==> src/servo_instruction_packet_framer_macros.svh <==
// Assertion macros for the framer's top-level RTL file.
`ifndef SERVO_INSTRUCTION_PACKET_FRAMER_MACROS_SVH
`define SERVO_INSTRUCTION_PACKET_FRAMER_MACROS_SVH

// Same-cycle implication, checked out of reset.
`define SIPF_ASSERT_NOW(label, clk, rst_n, ante, cons) \
  label: assert property (@(posedge clk) disable iff (!rst_n) (ante) |-> (cons)) \
    else $error("same-cycle check failed");

// Next-cycle implication, checked out of reset.
`define SIPF_ASSERT_NEXT(label, clk, rst_n, ante, cons) \
  label: assert property (@(posedge clk) disable iff (!rst_n) (ante) |=> (cons)) \
    else $error("next-cycle check failed");

`endif

==> src/sipf_pkg.sv <==
// Types, constants and the byte selector of the servo instruction packet framer.
package sipf_pkg;

  localparam logic [7:0] START_BYTE    = 8'hFF;
  localparam logic [7:0] SINGLE_LEN    = 8'h07;
  localparam logic [7:0] BROADCAST_ID  = 8'hFE;
  localparam logic [7:0] PAIR_LEN      = 8'h0E;
  localparam logic [7:0] PER_SERVO_LEN = 8'h04;
  localparam logic [9:0] POS_MAX       = 10'd1023;

  localparam int IDX_W       = 5;
  localparam int SINGLE_BYTES = 11;
  localparam int PAIR_BYTES   = 18;
  localparam logic [IDX_W-1:0] SINGLE_LAST_IDX = IDX_W'(SINGLE_BYTES - 1);
  localparam logic [IDX_W-1:0] PAIR_LAST_IDX   = IDX_W'(PAIR_BYTES - 1);
  // First byte after the two start bytes opens the checksum sum.
  localparam logic [IDX_W-1:0] SUM_FIRST_IDX   = IDX_W'(2);

  localparam int CFG_ADDR_W = 4;

  typedef enum logic [1:0] {
    REG_WRITE_OPCODE      = 2'd0,
    REG_SYNC_WRITE_OPCODE = 2'd1,
    REG_GOAL_ADDRESS      = 2'd2,
    REG_NONE              = 2'd3
  } reg_idx_t;

  typedef struct packed {
    logic [7:0] write_opcode;
    logic [7:0] sync_write_opcode;
    logic [7:0] goal_address;
  } cfg_regs_t;

  typedef struct packed {
    logic       pair;
    logic [9:0] pos;
    logic [9:0] mpos;
    logic [7:0] spd_l;
    logic [7:0] spd_h;
    logic [7:0] id1;
    logic [7:0] id2;
  } cmd_t;

  typedef struct packed {
    logic full;
    logic empty;
    logic pop;
  } fifo_stat_t;

  typedef struct packed {
    logic             active;
    logic [IDX_W-1:0] idx;
  } back_stat_t;

  // Packet byte at position idx, start bytes included; the checksum slot reads zero.
  function automatic logic [7:0] packet_byte(cmd_t c, cfg_regs_t r, logic [IDX_W-1:0] idx);
    logic [PAIR_BYTES*8-1:0] pv;
    logic [PAIR_BYTES*8-1:0] sv;
    logic [7:0]              sel;
    pv = {8'h00, c.spd_h, c.spd_l, {6'b0, c.mpos[9:8]}, c.mpos[7:0], c.id2,
          c.spd_h, c.spd_l, {6'b0, c.pos[9:8]}, c.pos[7:0], c.id1,
          PER_SERVO_LEN, r.goal_address, r.sync_write_opcode, PAIR_LEN,
          BROADCAST_ID, START_BYTE, START_BYTE};
    sv = {{(PAIR_BYTES - SINGLE_BYTES){8'h00}}, 8'h00, c.spd_h, c.spd_l,
          {6'b0, c.pos[9:8]}, c.pos[7:0], r.goal_address, r.write_opcode,
          SINGLE_LEN, c.id1, START_BYTE, START_BYTE};
    sel = {idx, 3'b000};
    return c.pair ? pv[sel +: 8] : sv[sel +: 8];
  endfunction

endpackage

==> src/sipf_front.sv <==
// Input side: takes move commands, classifies the mode and precomputes the mirror position.
module sipf_front (
  input  logic               in_tvalid,
  output logic               in_tready,
  input  logic [47:0]        in_tdata,   // goal_position, speed_low, speed_high, first_id, second_id
  input  logic               in_tuser,   // func
  input  sipf_pkg::fifo_stat_t q_stat,
  output logic               q_push,
  output sipf_pkg::cmd_t     q_cmd
);
  import sipf_pkg::*;

  logic [47:42] unused_pad;

  assign unused_pad = in_tdata[47:42];
  assign in_tready  = !q_stat.full;
  assign q_push     = in_tvalid && in_tready;

  always_comb begin
    q_cmd.pair  = in_tuser;
    q_cmd.pos   = in_tdata[9:0];
    q_cmd.mpos  = POS_MAX - in_tdata[9:0];
    q_cmd.spd_l = in_tdata[17:10];
    q_cmd.spd_h = in_tdata[25:18];
    q_cmd.id1   = in_tdata[33:26];
    // Single mode carries id2 along but never sends it.
    q_cmd.id2   = in_tdata[41:34];
  end

endmodule

==> src/sipf_fifo.sv <==
// Short command queue between the input side and the byte sequencer.
module sipf_fifo #(
  parameter int WIDTH = 53,
  parameter int DEPTH = 2
) (
  input  logic             clk,
  input  logic             rst_n,
  input  logic             push,
  input  logic [WIDTH-1:0] wdata,
  input  logic             pop,
  output logic [WIDTH-1:0] rdata,
  output sipf_pkg::fifo_stat_t stat
);
  import sipf_pkg::*;

  localparam int PTR_W = (DEPTH > 1) ? $clog2(DEPTH) : 1;
  localparam int CNT_W = $clog2(DEPTH + 1);
  localparam logic [PTR_W-1:0] PTR_LAST = PTR_W'(DEPTH - 1);
  localparam logic [CNT_W-1:0] CNT_FULL = CNT_W'(DEPTH);

  logic [WIDTH-1:0] mem_r [DEPTH];
  logic [PTR_W-1:0] wr_ptr_r, wr_ptr_nxt;
  logic [PTR_W-1:0] rd_ptr_r, rd_ptr_nxt;
  logic [CNT_W-1:0] count_r, count_nxt;
  logic             do_push, do_pop;

  assign do_push = push && (count_r != CNT_FULL);
  assign do_pop  = pop && (count_r != '0);
  assign rdata   = mem_r[rd_ptr_r];

  always_comb begin
    stat.full  = (count_r == CNT_FULL);
    stat.empty = (count_r == '0);
    stat.pop   = do_pop;
  end

  always_comb begin
    wr_ptr_nxt = wr_ptr_r;
    rd_ptr_nxt = rd_ptr_r;
    count_nxt  = count_r;
    if (do_push) begin
      wr_ptr_nxt = (wr_ptr_r == PTR_LAST) ? '0 : wr_ptr_r + 1'b1;
    end
    if (do_pop) begin
      rd_ptr_nxt = (rd_ptr_r == PTR_LAST) ? '0 : rd_ptr_r + 1'b1;
    end
    if (do_push && !do_pop) begin
      count_nxt = count_r + 1'b1;
    end else if (do_pop && !do_push) begin
      count_nxt = count_r - 1'b1;
    end
  end

  always_ff @(posedge clk) begin
    if (!rst_n) begin
      wr_ptr_r <= '0;
      rd_ptr_r <= '0;
      count_r  <= '0;
    end else begin
      wr_ptr_r <= wr_ptr_nxt;
      rd_ptr_r <= rd_ptr_nxt;
      count_r  <= count_nxt;
    end
  end

  always_ff @(posedge clk) begin
    if (do_push) begin
      mem_r[wr_ptr_r] <= wdata;
    end
  end

endmodule

==> src/sipf_back.sv <==
// Byte sequencer: walks one queued command through its packet and builds the checksum.
module sipf_back (
  input  logic                 clk,
  input  logic                 rst_n,
  input  sipf_pkg::cfg_regs_t  regs,
  input  sipf_pkg::cmd_t       q_cmd,
  input  sipf_pkg::fifo_stat_t q_stat,
  output logic                 q_pop,
  output logic                 out_tvalid,
  input  logic                 out_tready,
  output logic [7:0]           out_tdata,  // tx_byte
  output logic                 out_tlast,  // last_byte
  output sipf_pkg::back_stat_t stat
);
  import sipf_pkg::*;

  cmd_t             cmd_r, cmd_nxt;
  logic             active_r, active_nxt;
  logic [IDX_W-1:0] idx_r, idx_nxt;
  logic [7:0]       acc_r, acc_nxt;
  logic             out_valid_r, out_valid_nxt;
  logic [7:0]       out_data_r, out_data_nxt;
  logic             out_last_r, out_last_nxt;
  logic             advance, is_last;
  logic [7:0]       cur_byte;

  assign advance  = !out_valid_r || out_tready;
  assign is_last  = idx_r == (cmd_r.pair ? PAIR_LAST_IDX : SINGLE_LAST_IDX);
  assign cur_byte = packet_byte(cmd_r, regs, idx_r);
  assign q_pop    = !active_r && !q_stat.empty;

  assign out_tvalid = out_valid_r;
  assign out_tdata  = out_data_r;
  assign out_tlast  = out_last_r;

  always_comb begin
    stat.active = active_r;
    stat.idx    = idx_r;
  end

  always_comb begin
    cmd_nxt       = cmd_r;
    active_nxt    = active_r;
    idx_nxt       = idx_r;
    acc_nxt       = acc_r;
    out_valid_nxt = out_valid_r;
    out_data_nxt  = out_data_r;
    out_last_nxt  = out_last_r;
    if (advance) begin
      out_valid_nxt = active_r;
      if (active_r) begin
        out_data_nxt = is_last ? ~acc_r : cur_byte;
        out_last_nxt = is_last;
        idx_nxt      = idx_r + 1'b1;
        if (idx_r == SUM_FIRST_IDX) begin
          acc_nxt = cur_byte;
        end else begin
          acc_nxt = acc_r + cur_byte;
        end
        if (is_last) begin
          active_nxt = 1'b0;
        end
      end
    end
    // Load the next command once the current packet's checksum byte is registered for output.
    if (q_pop) begin
      cmd_nxt    = q_cmd;
      active_nxt = 1'b1;
      idx_nxt    = '0;
    end
  end

  always_ff @(posedge clk) begin
    if (!rst_n) begin
      active_r    <= 1'b0;
      idx_r       <= '0;
      out_valid_r <= 1'b0;
    end else begin
      active_r    <= active_nxt;
      idx_r       <= idx_nxt;
      out_valid_r <= out_valid_nxt;
    end
  end

  always_ff @(posedge clk) begin
    cmd_r      <= cmd_nxt;
    acc_r      <= acc_nxt;
    out_data_r <= out_data_nxt;
    out_last_r <= out_last_nxt;
  end

endmodule

==> src/servo_instruction_packet_framer.sv <==
// Servo instruction packet framer: one move command in, an 11-byte single write
// (func 0) or an 18-byte mirrored pair sync write (func 1) out, one byte per
// transaction with tlast on the checksum byte. The byte sequencer sends one byte
// per cycle while out_tready is high and takes the next queued command only after
// the checksum byte of the current packet is registered, never in mid-packet;
// commands arriving faster are buffered in a FIFO_DEPTH-entry queue and in_tready
// drops while it is full. Configuration registers (write opcode at 0x0, sync
// write opcode at 0x4, goal address at 0x8) are read live while bytes are sent,
// so write them only while no packet is in flight.
module servo_instruction_packet_framer #(
  parameter int FIFO_DEPTH = 2
) (
  input  logic        clk,
  input  logic        rst_n,
  input  logic        in_tvalid,
  output logic        in_tready,
  input  logic [47:0] in_tdata,   // goal_position, speed_low, speed_high, first_id, second_id
  input  logic        in_tuser,   // func
  output logic        out_tvalid,
  input  logic        out_tready,
  output logic [7:0]  out_tdata,  // tx_byte
  output logic        out_tlast,  // last_byte
  input  logic        cfg_psel,
  input  logic        cfg_penable,
  input  logic        cfg_pwrite,
  input  logic [sipf_pkg::CFG_ADDR_W-1:0] cfg_paddr,
  input  logic [31:0] cfg_pwdata,
  output logic [31:0] cfg_prdata,
  output logic        cfg_pready
);
  import sipf_pkg::*;
  `include "servo_instruction_packet_framer_macros.svh"

  cfg_regs_t  regs_r, regs_nxt;
  reg_idx_t   reg_sel;
  logic       cfg_wr;
  cmd_t       push_cmd;
  logic [$bits(cmd_t)-1:0] head_bits;
  cmd_t       head_cmd;
  logic       q_push, q_pop;
  fifo_stat_t q_stat;
  back_stat_t b_stat;

  assign cfg_pready = 1'b1;
  assign cfg_wr     = cfg_psel && cfg_penable && cfg_pwrite && cfg_pready;
  assign reg_sel    = reg_idx_t'(cfg_paddr[3:2]);

  always_comb begin
    regs_nxt = regs_r;
    if (cfg_wr) begin
      case (reg_sel)
        REG_WRITE_OPCODE:      regs_nxt.write_opcode      = cfg_pwdata[7:0];
        REG_SYNC_WRITE_OPCODE: regs_nxt.sync_write_opcode = cfg_pwdata[7:0];
        REG_GOAL_ADDRESS:      regs_nxt.goal_address      = cfg_pwdata[7:0];
        default: ;
      endcase
    end
  end

  always_comb begin
    case (reg_sel)
      REG_WRITE_OPCODE:      cfg_prdata = {24'h0, regs_r.write_opcode};
      REG_SYNC_WRITE_OPCODE: cfg_prdata = {24'h0, regs_r.sync_write_opcode};
      REG_GOAL_ADDRESS:      cfg_prdata = {24'h0, regs_r.goal_address};
      default:               cfg_prdata = 32'h0;
    endcase
  end

  always_ff @(posedge clk) begin
    if (!rst_n) begin
      regs_r.write_opcode      <= 8'd3;
      regs_r.sync_write_opcode <= 8'd131;
      regs_r.goal_address      <= 8'd30;
    end else begin
      regs_r <= regs_nxt;
    end
  end

  sipf_front u_front (
    .in_tvalid (in_tvalid),
    .in_tready (in_tready),
    .in_tdata  (in_tdata),
    .in_tuser  (in_tuser),
    .q_stat    (q_stat),
    .q_push    (q_push),
    .q_cmd     (push_cmd)
  );

  sipf_fifo #(
    .WIDTH ($bits(cmd_t)),
    .DEPTH (FIFO_DEPTH)
  ) u_fifo (
    .clk   (clk),
    .rst_n (rst_n),
    .push  (q_push),
    .wdata (push_cmd),
    .pop   (q_pop),
    .rdata (head_bits),
    .stat  (q_stat)
  );

  assign head_cmd = cmd_t'(head_bits);

  sipf_back u_back (
    .clk        (clk),
    .rst_n      (rst_n),
    .regs       (regs_r),
    .q_cmd      (head_cmd),
    .q_stat     (q_stat),
    .q_pop      (q_pop),
    .out_tvalid (out_tvalid),
    .out_tready (out_tready),
    .out_tdata  (out_tdata),
    .out_tlast  (out_tlast),
    .stat       (b_stat)
  );

  `SIPF_ASSERT_NEXT(a_push_lands, clk, rst_n, in_tvalid && in_tready, !q_stat.empty)
  `SIPF_ASSERT_NEXT(a_pop_starts_packet, clk, rst_n, q_stat.pop, b_stat.active && b_stat.idx == '0)
  `SIPF_ASSERT_NOW(a_idx_in_packet, clk, rst_n, b_stat.active, b_stat.idx <= PAIR_LAST_IDX)

endmodule
==> config.mk <==
export PLATFORM = sky130hd
export DESIGN_NAME = servo_instruction_packet_framer
export DESIGN_NICKNAME = d
export VERILOG_FILES = /design/src/sipf_pkg.sv /design/src/sipf_front.sv /design/src/sipf_fifo.sv /design/src/sipf_back.sv /design/src/servo_instruction_packet_framer.sv
export VERILOG_INCLUDE_DIRS = /design/src /design/src/src
export SDC_FILE = /design/constraint.sdc
export NUM_CORES = 1
export LEC_CHECK = 0
export ABC_CLOCK_PERIOD_IN_PS = 4380
export CORE_ASPECT_RATIO = 0.75
export CORE_MARGIN = 1
export CORE_UTILIZATION = 60
export DETAILED_ROUTE_END_ITERATION = 10
export DONT_BUFFER_PORTS = 1
export PLACE_DENSITY = 0.88
export SLEW_MARGIN = 25
export SYNTH_ARGS = -nofsm -noshare
export SYNTH_HDL_FRONTEND = slang
export SYNTH_SLANG_ARGS = --single-unit
export TNS_END_PERCENT = 30
==> constraint.sdc <==
create_clock -name clk -period 4.38 [get_ports clk]
set_input_delay 0.657 -clock clk [delete_from_list [all_inputs] [get_ports clk]]
set_output_delay 0.657 -clock clk [all_outputs]
set_load 0.05 [all_outputs]
==> results of run 1 <==
worst max-delay path by stage:
stage,slack (ps),end,depth (start not counted),startpoint
after floorplan,640,u_fifo.mem_r[0][0]$_DFFE_PP_,3,u_fifo.count_r[0]$_SDFFE_PN0P_
after global placement,680,u_back.acc_r[6]$_DFFE_PP_,12,u_back.idx_r[0]$_SDFFE_PP0P_
after detailed placement,580,u_back.acc_r[6]$_DFFE_PP_,12,u_back.idx_r[0]$_SDFFE_PP0P_
after CTS,530,u_back.acc_r[6]$_DFFE_PP_,13,u_back.cmd_r[52]$_DFFE_PP_
after global routing,250,u_back.acc_r[6]$_DFFE_PP_,13,u_back.cmd_r[52]$_DFFE_PP_
final,470,u_back.acc_r[6]$_DFFE_PP_,13,u_back.cmd_r[52]$_DFFE_PP_
cells in the final DEF (no fill, tap or decap), drive strengths merged, types with 3 or more instances in the layout:
cell type,synthesis,routed
a22oi,14,14
nor3b,3,3
nor2,18,18
xnor2,6,6
nand2,61,61
nand2b,5,5
nand3,22,22
a31oi,3,3
nor3,6,6
edfxtp,176,176
mux2i,22,22
buf,40,13
a21boi,11,11
dfxtp,35,35
clkinv,1,12
or3,3,3
o21bai,4,4
conb,2,25
nor2b,12,12
o22ai,6,6
o211ai,8,8
xor2,6,6
nand4,4,4
inv,19,18
a221oi,5,5
mux2,75,75
ha,10,10
and2,4,4
o31ai,4,4
clkbuf,16,25
o21a,6,6
o21ai,22,22
a21oi,14,14
final cells by class:
cell class                 count  area, µm²  area share
tap                          205      256.5     0.02552
sequential                   211       5987      0.5956
multi-input combinational    411       3032      0.3016
inverter                      20      76.32    0.007593
timing repair buffer          13      97.59    0.009709
clock inverter                11      83.83    0.008340
clock buffer                  25      519.2     0.05166
power by group through the flow:
| stage | Combinational, µW | Sequential [µW] | Clock, µW |
|---|---|---|---|
| 2_1_floorplan | 1430 | 3000 | 0 |
| 3_3_place_gp | 1650 | 3130 | 0 |
| 3_5_place_dp | 1710 | 3160 | 0 |
| 4_1_cts | 1750 | 3130 | 1630 |
| 5_1_grt | 1920 | 3170 | 1710 |
| 6_report | 1770 | 3140 | 1610 |
metrics by stage:
stage	utilization	area, µm²	setup WS (ps)	total power (µW)
6_report	0.6603	10050	465.6	6512
5_1_grt	0.6603	10050	249.3	6800
4_1_cts	0.6595	10040	529.7	6502
3_5_place_dp	0.6199	9438	577.0	4871
3_3_place_gp	0.6199	9438	682.7	4783
2_1_floorplan	-	9414	644.0	4428
flip-flops by register name, summed over array words and instances (netlist names):
register	cells
regs_r	24
u_back.acc_r	8
u_back.active_r	1
u_back.cmd_r	53
u_back.idx_r	5
u_back.out_tdata	8
u_back.out_tlast	1
u_back.out_tvalid	1
u_fifo.count_r	2
u_fifo.mem_r	106
u_fifo.rd_ptr_r	1
u_fifo.wr_ptr_r	1
worst register-to-register path: cells and delay by family, from the launching register on:
kind	cells	cell delay, ps
simple gates	1	210
fa+ha+maj	2	620
buf+inv	2	370
xor+xnor	1	390
flops	1	710
compound gates	7	1370
routing by layer:
metal,GRT usage,routed length [µm]
met1,0.3183,7865
met2,0.3794,8739
met3,0.06420,1887
met4,0.06176,381
met5,0,0
cell families after synthesis:
kind of cell               after synthesis  share of synthesized area
xor gates and xnor gates                12                    0.01207
adders and majority gates               11                    0.01556
muxes                                   99                     0.1194
AOI/OAI and AO/OA                      117                    0.08813
and+or+nand+nor                        147                    0.07753
other                                    2                  0.0008051
DFF                                    211                     0.6417
buffers and inverters                   76                    0.04480
==> impl_metrics.yaml, run 1 <==
cts:
  post_cts_buffers: 0
  cts.path.max_buffers: 3
  clockRootBuffer: "clkbuf_16"
  clk_pin_slew_ps: 70
  clk_latency_ps: 500
  cts_sinks: 211
  cts_resized: 0
  tritoncts: "yes"
  cts_buffers: 20
  ctsHoldBuffers: 0
  cts_max_level: 1
setup_path:
  end_kind: "flip-flop"
  r2r_start: "u_back.cmd_r[52]$_DFFE_PP_"
  crit_path_start_kind: "flip-flop"
  critPathKind: "reg -> reg"
  path_delay_family: "compound AO/OA/AOI/OAI gates"
  crit_slowest_cell: "edfxtp_1"
  worstPathRequired_ps: 4620
  r2r_cells: 13
  cp.buffers_inverters: 2
  critPathArrivalTime_ps: 4160
  reg2reg_to: "u_back.acc_r[6]$_DFFE_PP_"
  crit_chain: "buf_4 -> xnor2_2 -> a221oi_1 -> a211o_1 -> o31ai_2 -> ha_1 -> inv_1 -> fa_1 -> nor2b_1 -> o31a_1 -> o21a_1 -> o21ai_0 -> a31o_1"
  reg2reg_slack_ps: 470
  cp_max_fo: 22
  slowest_delay_ps: 710
timing:
  slew_violations: 0
  finalSetupViolations: 0
  hold_violations: 0
  fmax_mhz: 255.5
  fin_crit_sh: 0.8937
  relSlewSlack: 0.3184
  holdWs_ps: 236.4
  setup_tns_ps: 0
  fin_crit_ps: 3914
  finClkSkew_ps: 15.85
  rsz0062_at_grt: "false"
  worstMarginPinSlew_ps: 1016
routing:
  routed_wl_um: 18870
  postRouteAntennaNets: 0
  dr.pass1.iters: 5
  drc: 0
  vias: 5577
  drt_iter0_markers: 699
  routedWlPerCell_um: 21.06
  viasPerCell: 6.224
placed_design:
  placed_cells: 860
  gp_congestion: 0.9238
  hpwl_um: 12510
  numPortBuffers: 0
synthesis:
  yosys_warnings: 0
  synth_top_area_frac: 0.5666
  synthArstFlopShare: 0
  synth_edf_count: 176
  yosysTopAreaCell: "edfxtp_1"
  netlist_area_um2: 9328
  yosys_most_used_dff: "edfxtp_1"
  syn_inst: 675
  yosysSeqAreaShare: 0.6417
  avgSynthCellArea_um2: 13.82
  synth_cell_types: 70
  ys_top_cells_by_area: "edfxtp_1, dfxtp_1, mux2_2"
  synth.most_common_cell: "edfxtp_1"
  synth_seq_cells: 211
  yosys-top-cells-count: "edfxtp_1, nand2_1, mux2_2"
grt:
  grt_max_degree: 55
  grt_pass1_wl_um: 28760
  overflow: 0
  first_global_vias: 5294
  gr-usage-all-layers: 0.2347
  antenna_found_initial: 0
hold_path:
  hold_end: "regs_r[17]$_SDFFE_PN1P_"
  hp-class: "in -> reg"
  hold_path_startpoint: "rst_n"
  hold-path-cell-count: 1
die:
  initial_utilization: 0.6127
  die_h_um: 110.0
  io_pins: 136
  core_region_area_um2: 15220
  rows: 39
  dieWidth_um: 146.0
  dieArea_um2: 16050
layout:
  n_antenna_cell: 0
  finalNonFillerCells: 896
  nNetsFinal: 780
  syn_to_final_growth_pct: 7.766
  nFillCells: 1042
  layout-drive-gt1-share: 0.1650
pwr:
  power.density_nw_per_um2: 647.8
  p_sw_frac: 0.3151
  p_clk_frac: 0.247
  peakVddDrop_uv: 447.0
  seq_power_share: 0.482
  p_sw_uw: 2052
  power.leakage_uw: 0.003428
  pwr-share-comb: 0.271
  internal-power_uw: 4460
outcome:
  outcome: "finished, final reports clean"
run:
  maxCapViolations: 0
No activity file was read; power rests on OpenSTA's default activity.
==> run 2: changes to the inputs <==
--- a/config.mk
+++ b/config.mk
@@ -6,13 +6,13 @@
 export SDC_FILE = /design/constraint.sdc
 export NUM_CORES = 1
 export LEC_CHECK = 0
-export ABC_CLOCK_PERIOD_IN_PS = 4380
+export ABC_CLOCK_PERIOD_IN_PS = 3300
 export CORE_ASPECT_RATIO = 0.75
 export CORE_MARGIN = 1
-export CORE_UTILIZATION = 60
+export CORE_UTILIZATION = 57
 export DETAILED_ROUTE_END_ITERATION = 10
 export DONT_BUFFER_PORTS = 1
-export PLACE_DENSITY = 0.88
+export PLACE_DENSITY = 0.87
 export SLEW_MARGIN = 25
 export SYNTH_ARGS = -nofsm -noshare
 export SYNTH_HDL_FRONTEND = slang
==> constraint.sdc (replaced) <==
create_clock -name clk -period 3.3 [get_ports clk]
set_input_delay 0.495 -clock clk [delete_from_list [all_inputs] [get_ports clk]]
set_output_delay 0.495 -clock clk [all_outputs]
set_load 0.05 [all_outputs]
==> run 2 against run 1 <==
Net effect: setup slack worse by 460 ps; critical path depth unchanged; register-to-register slack worse by 460 ps; combinational power up 53%; first-iteration DRC count down 33%; die area up 5.2%; via count up 0.32%; cell area up 5.0%; clock skew down 4.5 ps; core utilization down 0.15 points; total power up 39%; largest cell class unchanged; highest routed layer unchanged.
==> impl_metrics.yaml, run 2 (synthesis gave the netlist of run 1 again) <==
setup_path:
  critPathKind: "reg -> reg"
  cp_max_fo: 12
  path_delay_family: "compound AO/OA/AOI/OAI gates"
  critPathArrivalTime_ps: 3550
  slowest_delay_ps: 350
  crit_slowest_cell: "edfxtp_1"
  worst_path_most_repeated_cell: "buf_6"
  crit_path_start_kind: "flip-flop"
  worstPathRequired_ps: 3550
  crit_chain: "buf_6 -> buf_6 -> mux2_2 -> o211ai_1 -> a31oi_1 -> a211oi_2 -> buf_4 -> fa_2 -> nor2b_1 -> o31a_1 -> o21a_1 -> or3_1 -> a31o_1"
  cp.buffers_inverters: 3
  end_kind: "flip-flop"
grt:
  gr-usage-all-layers: 0.2296
  grt_max_degree: 55
  antenna_found_initial: 0
  grt_use_met3: 0.05161
  met2_usage: 0.3682
  grt_pass1_wl_um: 29570
  grt.met1_usage: 0.3265
  overflow: 0
  grt.busiest_layer: "met2"
  first_global_vias: 5484
die:
  core_region_area_um2: 16020
  die_h_um: 112.8
  io_pins: 136
  initial_utilization: 0.5824
  dieArea_um2: 16890
  rows: 40
  dieWidth_um: 149.7
timing:
  finalSetupViolations: 0
  fin_crit_sh: 0.9989
  rsz0062_at_grt: "true"
  fin_crit_ps: 3296
  hold_violations: 0
  relSlewSlack: 0.3063
  fmax_mhz: 303.4
  finClkSkew_ps: 11.32
  worstMarginPinSlew_ps: 1034
  slew_violations: 0
routing:
  routedWlPerCell_um: 20.43
  drt_iter0_markers: 467
  drc: 0
  routed_wl_um: 19220
  postRouteAntennaNets: 0
  dr.pass1.iters: 5
  viasPerCell: 5.946
  vias: 5595
layout:
  syn_to_final_growth_pct: 13.11
  multiInputGateArea_um2: 3152
  mostFrequentLayoutCell: "edfxtp_1"
  final_cell_mix: "edfxtp_1, nand2_1, mux2_2"
  nFillCells: 1116
  finalNonFillerCells: 941
  largest_register_ffs: 106
  nNetsFinal: 820
  layout-drive-gt1-share: 0.2408
  register_area_um2: 5991
  n_antenna_cell: 0
  largest-register: "u_fifo.mem_r"
  post-route-util: 0.6588
  top_regs: "u_fifo.mem_r: 106 flops, u_back.cmd_r: 53 flops, regs_r: 24 flops"
placed_design:
  hpwl_um: 13030
  numPortBuffers: 0
  placed_cells: 900
  gp_congestion: 0.9539
cts:
  cts.path.max_buffers: 3
  tritoncts: "yes"
  cts_sinks: 211
  clk_latency_ps: 500
  ctsHoldBuffers: 0
  clockRootBuffer: "clkbuf_16"
  clk_pin_slew_ps: 60
  cts_buffers: 20
  cts_max_level: 1
pwr:
  power.density_nw_per_um2: 859.2
  power_uw: 9064
  power.leakage_uw: 0.003666
  peakVddDrop_uv: 617.8
outcome:
  outcome: "finished, final reports clean"
hold_path:
  hp-class: "in -> reg"
run:
  maxCapViolations: 0
run 2: cell count changes in the layout (fill, tap and decap cells not counted), sizes merged:
cell      previous run  this run
buf                 13        53
clkinv              12         8
clkinvlp             0         3
bufinv               1         2
run 2: metrics by stage:
| stage | TNS [ps] | area [µm²] | hold slack [ps] | setup slack, ps |
|---|---|---|---|---|
| 3_3_place_gp | -57.60 | 9732 | 461.6 | -57.60 |
| 4_1_cts | -16.19 | 10400 | 60.99 | -16.19 |
| 6_report | 0 | 10550 | 69.74 | 3.587 |
| 5_1_grt | -153.6 | 10550 | 61.02 | -77.66 |
| 3_5_place_dp | -245.1 | 9732 | 471.0 | -154.4 |
| 2_1_floorplan | 0 | 9417 | 451.6 | 47.59 |
run 2: path summary, 6_finish.rpt:
path | endpoint | cells after the start | start | slack [ps]
worst min register to register | regs_r[10]$_SDFFE_PN0P_ | 2 | regs_r[10]$_SDFFE_PN0P_ | 480
worst max register to register | u_back.acc_r[6]$_DFFE_PP_ | 13 | u_back.cmd_r[52]$_DFFE_PP_ | 4
worst min-delay path | regs_r[17]$_SDFFE_PN1P_ | 1 | rst_n | 70
worst max-delay path | u_back.acc_r[6]$_DFFE_PP_ | 13 | u_back.cmd_r[52]$_DFFE_PP_ | 4
run 2: timing repair:
item | in CTS | in global routing
setup endpoints to repair | 3 | 3
hold endpoints to repair | 0 | 0
gates resized for setup | 6 | 18
setup buffers | 1 | 4
pin swaps | 2 | 8
run 2: area by class of cell:
class                   instances  area share
multi-input cells             411      0.2987
clock inverters                11     0.01103
clock buffers                  25     0.04922
repair buffers                 53     0.04080
flip-flops and latches        211      0.5678
well taps                     210     0.02491
inverters                      20    0.007472
run 2: per-layer routing:
metal	up-vias	wire length (µm)	share of wire
met5	-	0	0
met1	2707	7987	0.42
met4	0	291	0.015
li1	2581	-	-
met2	275	9156	0.48
met3	32	1785	0.093
run 2: power by group:
group | total, µW | internal (µW) | leakage [µW] | switching, µW
Combinational | 2710 | 1240 | 0.00145 | 1480
Clock | 2230 | 1280 | 0.000307 | 944
Sequential | 4120 | 3720 | 0.00191 | 400
==> run 3: changes to the inputs <==
--- a/config.mk
+++ b/config.mk
@@ -12,7 +12,7 @@
 export CORE_UTILIZATION = 57
 export DETAILED_ROUTE_END_ITERATION = 10
 export DONT_BUFFER_PORTS = 1
-export PLACE_DENSITY = 0.87
+export PLACE_DENSITY = 0.75
 export SLEW_MARGIN = 25
 export SYNTH_ARGS = -nofsm -noshare
 export SYNTH_HDL_FRONTEND = slang
==> run 3 against run 2 <==
Net effect: the run now ends with negative setup slack left; final cell count down 0.21%; sequential power barely moved; combinational power hardly changed; core utilization rose by 0.38 points; register-to-register slack lost 20 ps; clock skew is 0.55 ps higher; first-iteration DRC count decreased by 6.6%; critical endpoint unchanged; largest cell class unchanged.
==> impl_metrics.yaml, run 3 (synthesis gave the netlist of run 1 again) <==
grt:
  first_global_vias: 5633
  grt_pass1_wl_um: 30040
  overflow: 0
  grt_max_degree: 55
  gr-usage-all-layers: 0.2332
  antenna_found_initial: 0
routing:
  postRouteAntennaNets: 0
  routed_wl_um: 19430
  routedWlPerCell_um: 20.70
  dr.pass1.iters: 5
  drc: 0
  viasPerCell: 5.999
  drt_iter0_markers: 436
  vias: 5633
setup_path:
  cp.buffers_inverters: 2
  end_kind: "flip-flop"
  crit_slowest_cell: "edfxtp_1"
  cp_max_fo: 6
  worstPathRequired_ps: 3560
  critPathArrivalTime_ps: 3580
  slowest_delay_ps: 480
  path_delay_family: "compound AO/OA/AOI/OAI gates"
  critPathKind: "reg -> reg"
  crit_chain: "buf_6 -> buf_4 -> o311ai_1 -> a221o_1 -> a32oi_4 -> nand2_1 -> ha_4 -> nor2b_1 -> o31a_1 -> o21a_1 -> or3_1 -> a31o_1"
  crit_path_start_kind: "flip-flop"
placed_design:
  numPortBuffers: 0
  dp_worst_setup_slack_ps: -106.8
  hpwl_um: 12940
  placed_cells: 898
  gp_congestion: 0.9054
die:
  dieWidth_um: 149.7
  initial_utilization: 0.5824
  die_h_um: 112.8
  dieArea_um2: 16890
  io_pins: 136
  core_region_area_um2: 16020
  rows: 40
pwr:
  p_clk_frac: 0.265
  peakVddDrop_uv: 535.6
  p_sw_uw: 2850
  internal-power_uw: 6455
  power.leakage_uw: 0.003684
  p_sw_frac: 0.3063
  power.density_nw_per_um2: 877.0
  pwr-share-comb: 0.293
  seq_power_share: 0.442
layout:
  largest-register: "u_fifo.mem_r"
  nNetsFinal: 819
  n_antenna_cell: 0
  mostFrequentLayoutCell: "edfxtp_1"
  final_cell_mix: "edfxtp_1, nand2_1, mux2_2"
  syn_to_final_growth_pct: 13.75
  top_regs: "u_fifo.mem_r: 106 flops, u_back.cmd_r: 53 flops, regs_r: 24 flops"
  post-route-util: 0.6625
  layout-drive-gt1-share: 0.2387
  largest_register_ffs: 106
  finalNonFillerCells: 939
timing:
  rsz0062_at_grt: "true"
  setup_ws_ps: -18.89
  slew_violations: 0
  worstMarginPinSlew_ps: 1024
  fin_crit_sh: 1.006
  holdWs_ps: 65.08
  relSlewSlack: 0.3131
  hold_violations: 0
  finalSetupViolations: 1
  finClkSkew_ps: 11.87
  fmax_mhz: 301.3
  fin_crit_ps: 3319
cts:
  tritoncts: "yes"
  clockRootBuffer: "clkbuf_16"
  clk_latency_ps: 510
  cts_buffers: 21
  ctsHoldBuffers: 0
  cts_sinks: 211
  cts_max_level: 1
  clk_pin_slew_ps: 60
  cts.path.max_buffers: 3
hold_path:
  hp-class: "in -> reg"
run:
  maxCapViolations: 0
outcome:
  outcome: "finished with violations"
  violations: "negative setup slack"
[run 3: cell types whose count changed in the layout (fill, tap and decap cells not counted), sizes merged]
cell / delta
buf: -2
bufinv: +2
clkinv: -2
clkinvlp: -2
inv: +2
[run 3: path summary, 6_finish.rpt]
check | start | endpoint | slack [ps] | depth (start not counted)
worst max-delay path | u_back.cmd_r[52]$_DFFE_PP_ | u_back.acc_r[6]$_DFFE_PP_ | -20 | 12
worst max register to register | u_back.cmd_r[52]$_DFFE_PP_ | u_back.acc_r[6]$_DFFE_PP_ | -20 | 12
worst min-delay path | rst_n | regs_r[16]$_SDFFE_PN1P_ | 70 | 1
worst min register to register | regs_r[12]$_SDFFE_PN0P_ | regs_r[12]$_SDFFE_PN0P_ | 480 | 2
[run 3: per-layer routing]
metal | GRT usage | routed length [µm] | vias to the layer above
li1 | - | - | 2577
met1 | 0.3324 | 8544 | 2756
met4 | 0.07475 | 557 | 0
met5 | 0 | 0 | -
met3 | 0.05000 | 1578 | 50
met2 | 0.3590 | 8752 | 250
[run 3: stage by stage]
stage / TNS [ps] / power (µW) / area [µm²]
after CTS: -1.405 / 9253 / 10540
final: -18.89 / 9305 / 10610
after floorplan: 0 / 5874 / 9417
after global placement: -45.46 / 6591 / 9729
after detailed placement: -203.3 / 6703 / 9734
after global routing: -270.5 / 9678 / 10610
[run 3: final cells by class]
class | count | area [µm²]
well taps | 210 | 262.8
fillers | 1121 | 5405
multi-input cells | 411 | 3142
inverters | 20 | 75.07
flip-flops and latches | 211 | 5992
clock buffers | 25 | 540.5
repair buffers | 51 | 435.4
clock inverters | 11 | 162.7
[run 3: power by group through the flow]
stage / combinational, µW / sequential, µW / clock [µW]
after floorplan: 1900 / 3970 / 0
after global placement: 2470 / 4120 / 0
after CTS: 2650 / 4110 / 2500
after global routing: 2950 / 4160 / 2570
after detailed placement: 2550 / 4150 / 0
final: 2730 / 4120 / 2460
[run 3: repair_timing]
action / CTS / global route
endpoints found under the setup margin: 2 / 3
buffers inserted: 4 / 1
gates resized for setup: 14 / 13
endpoints found under the hold margin: 0 / 0
pin swaps: 8 / 3
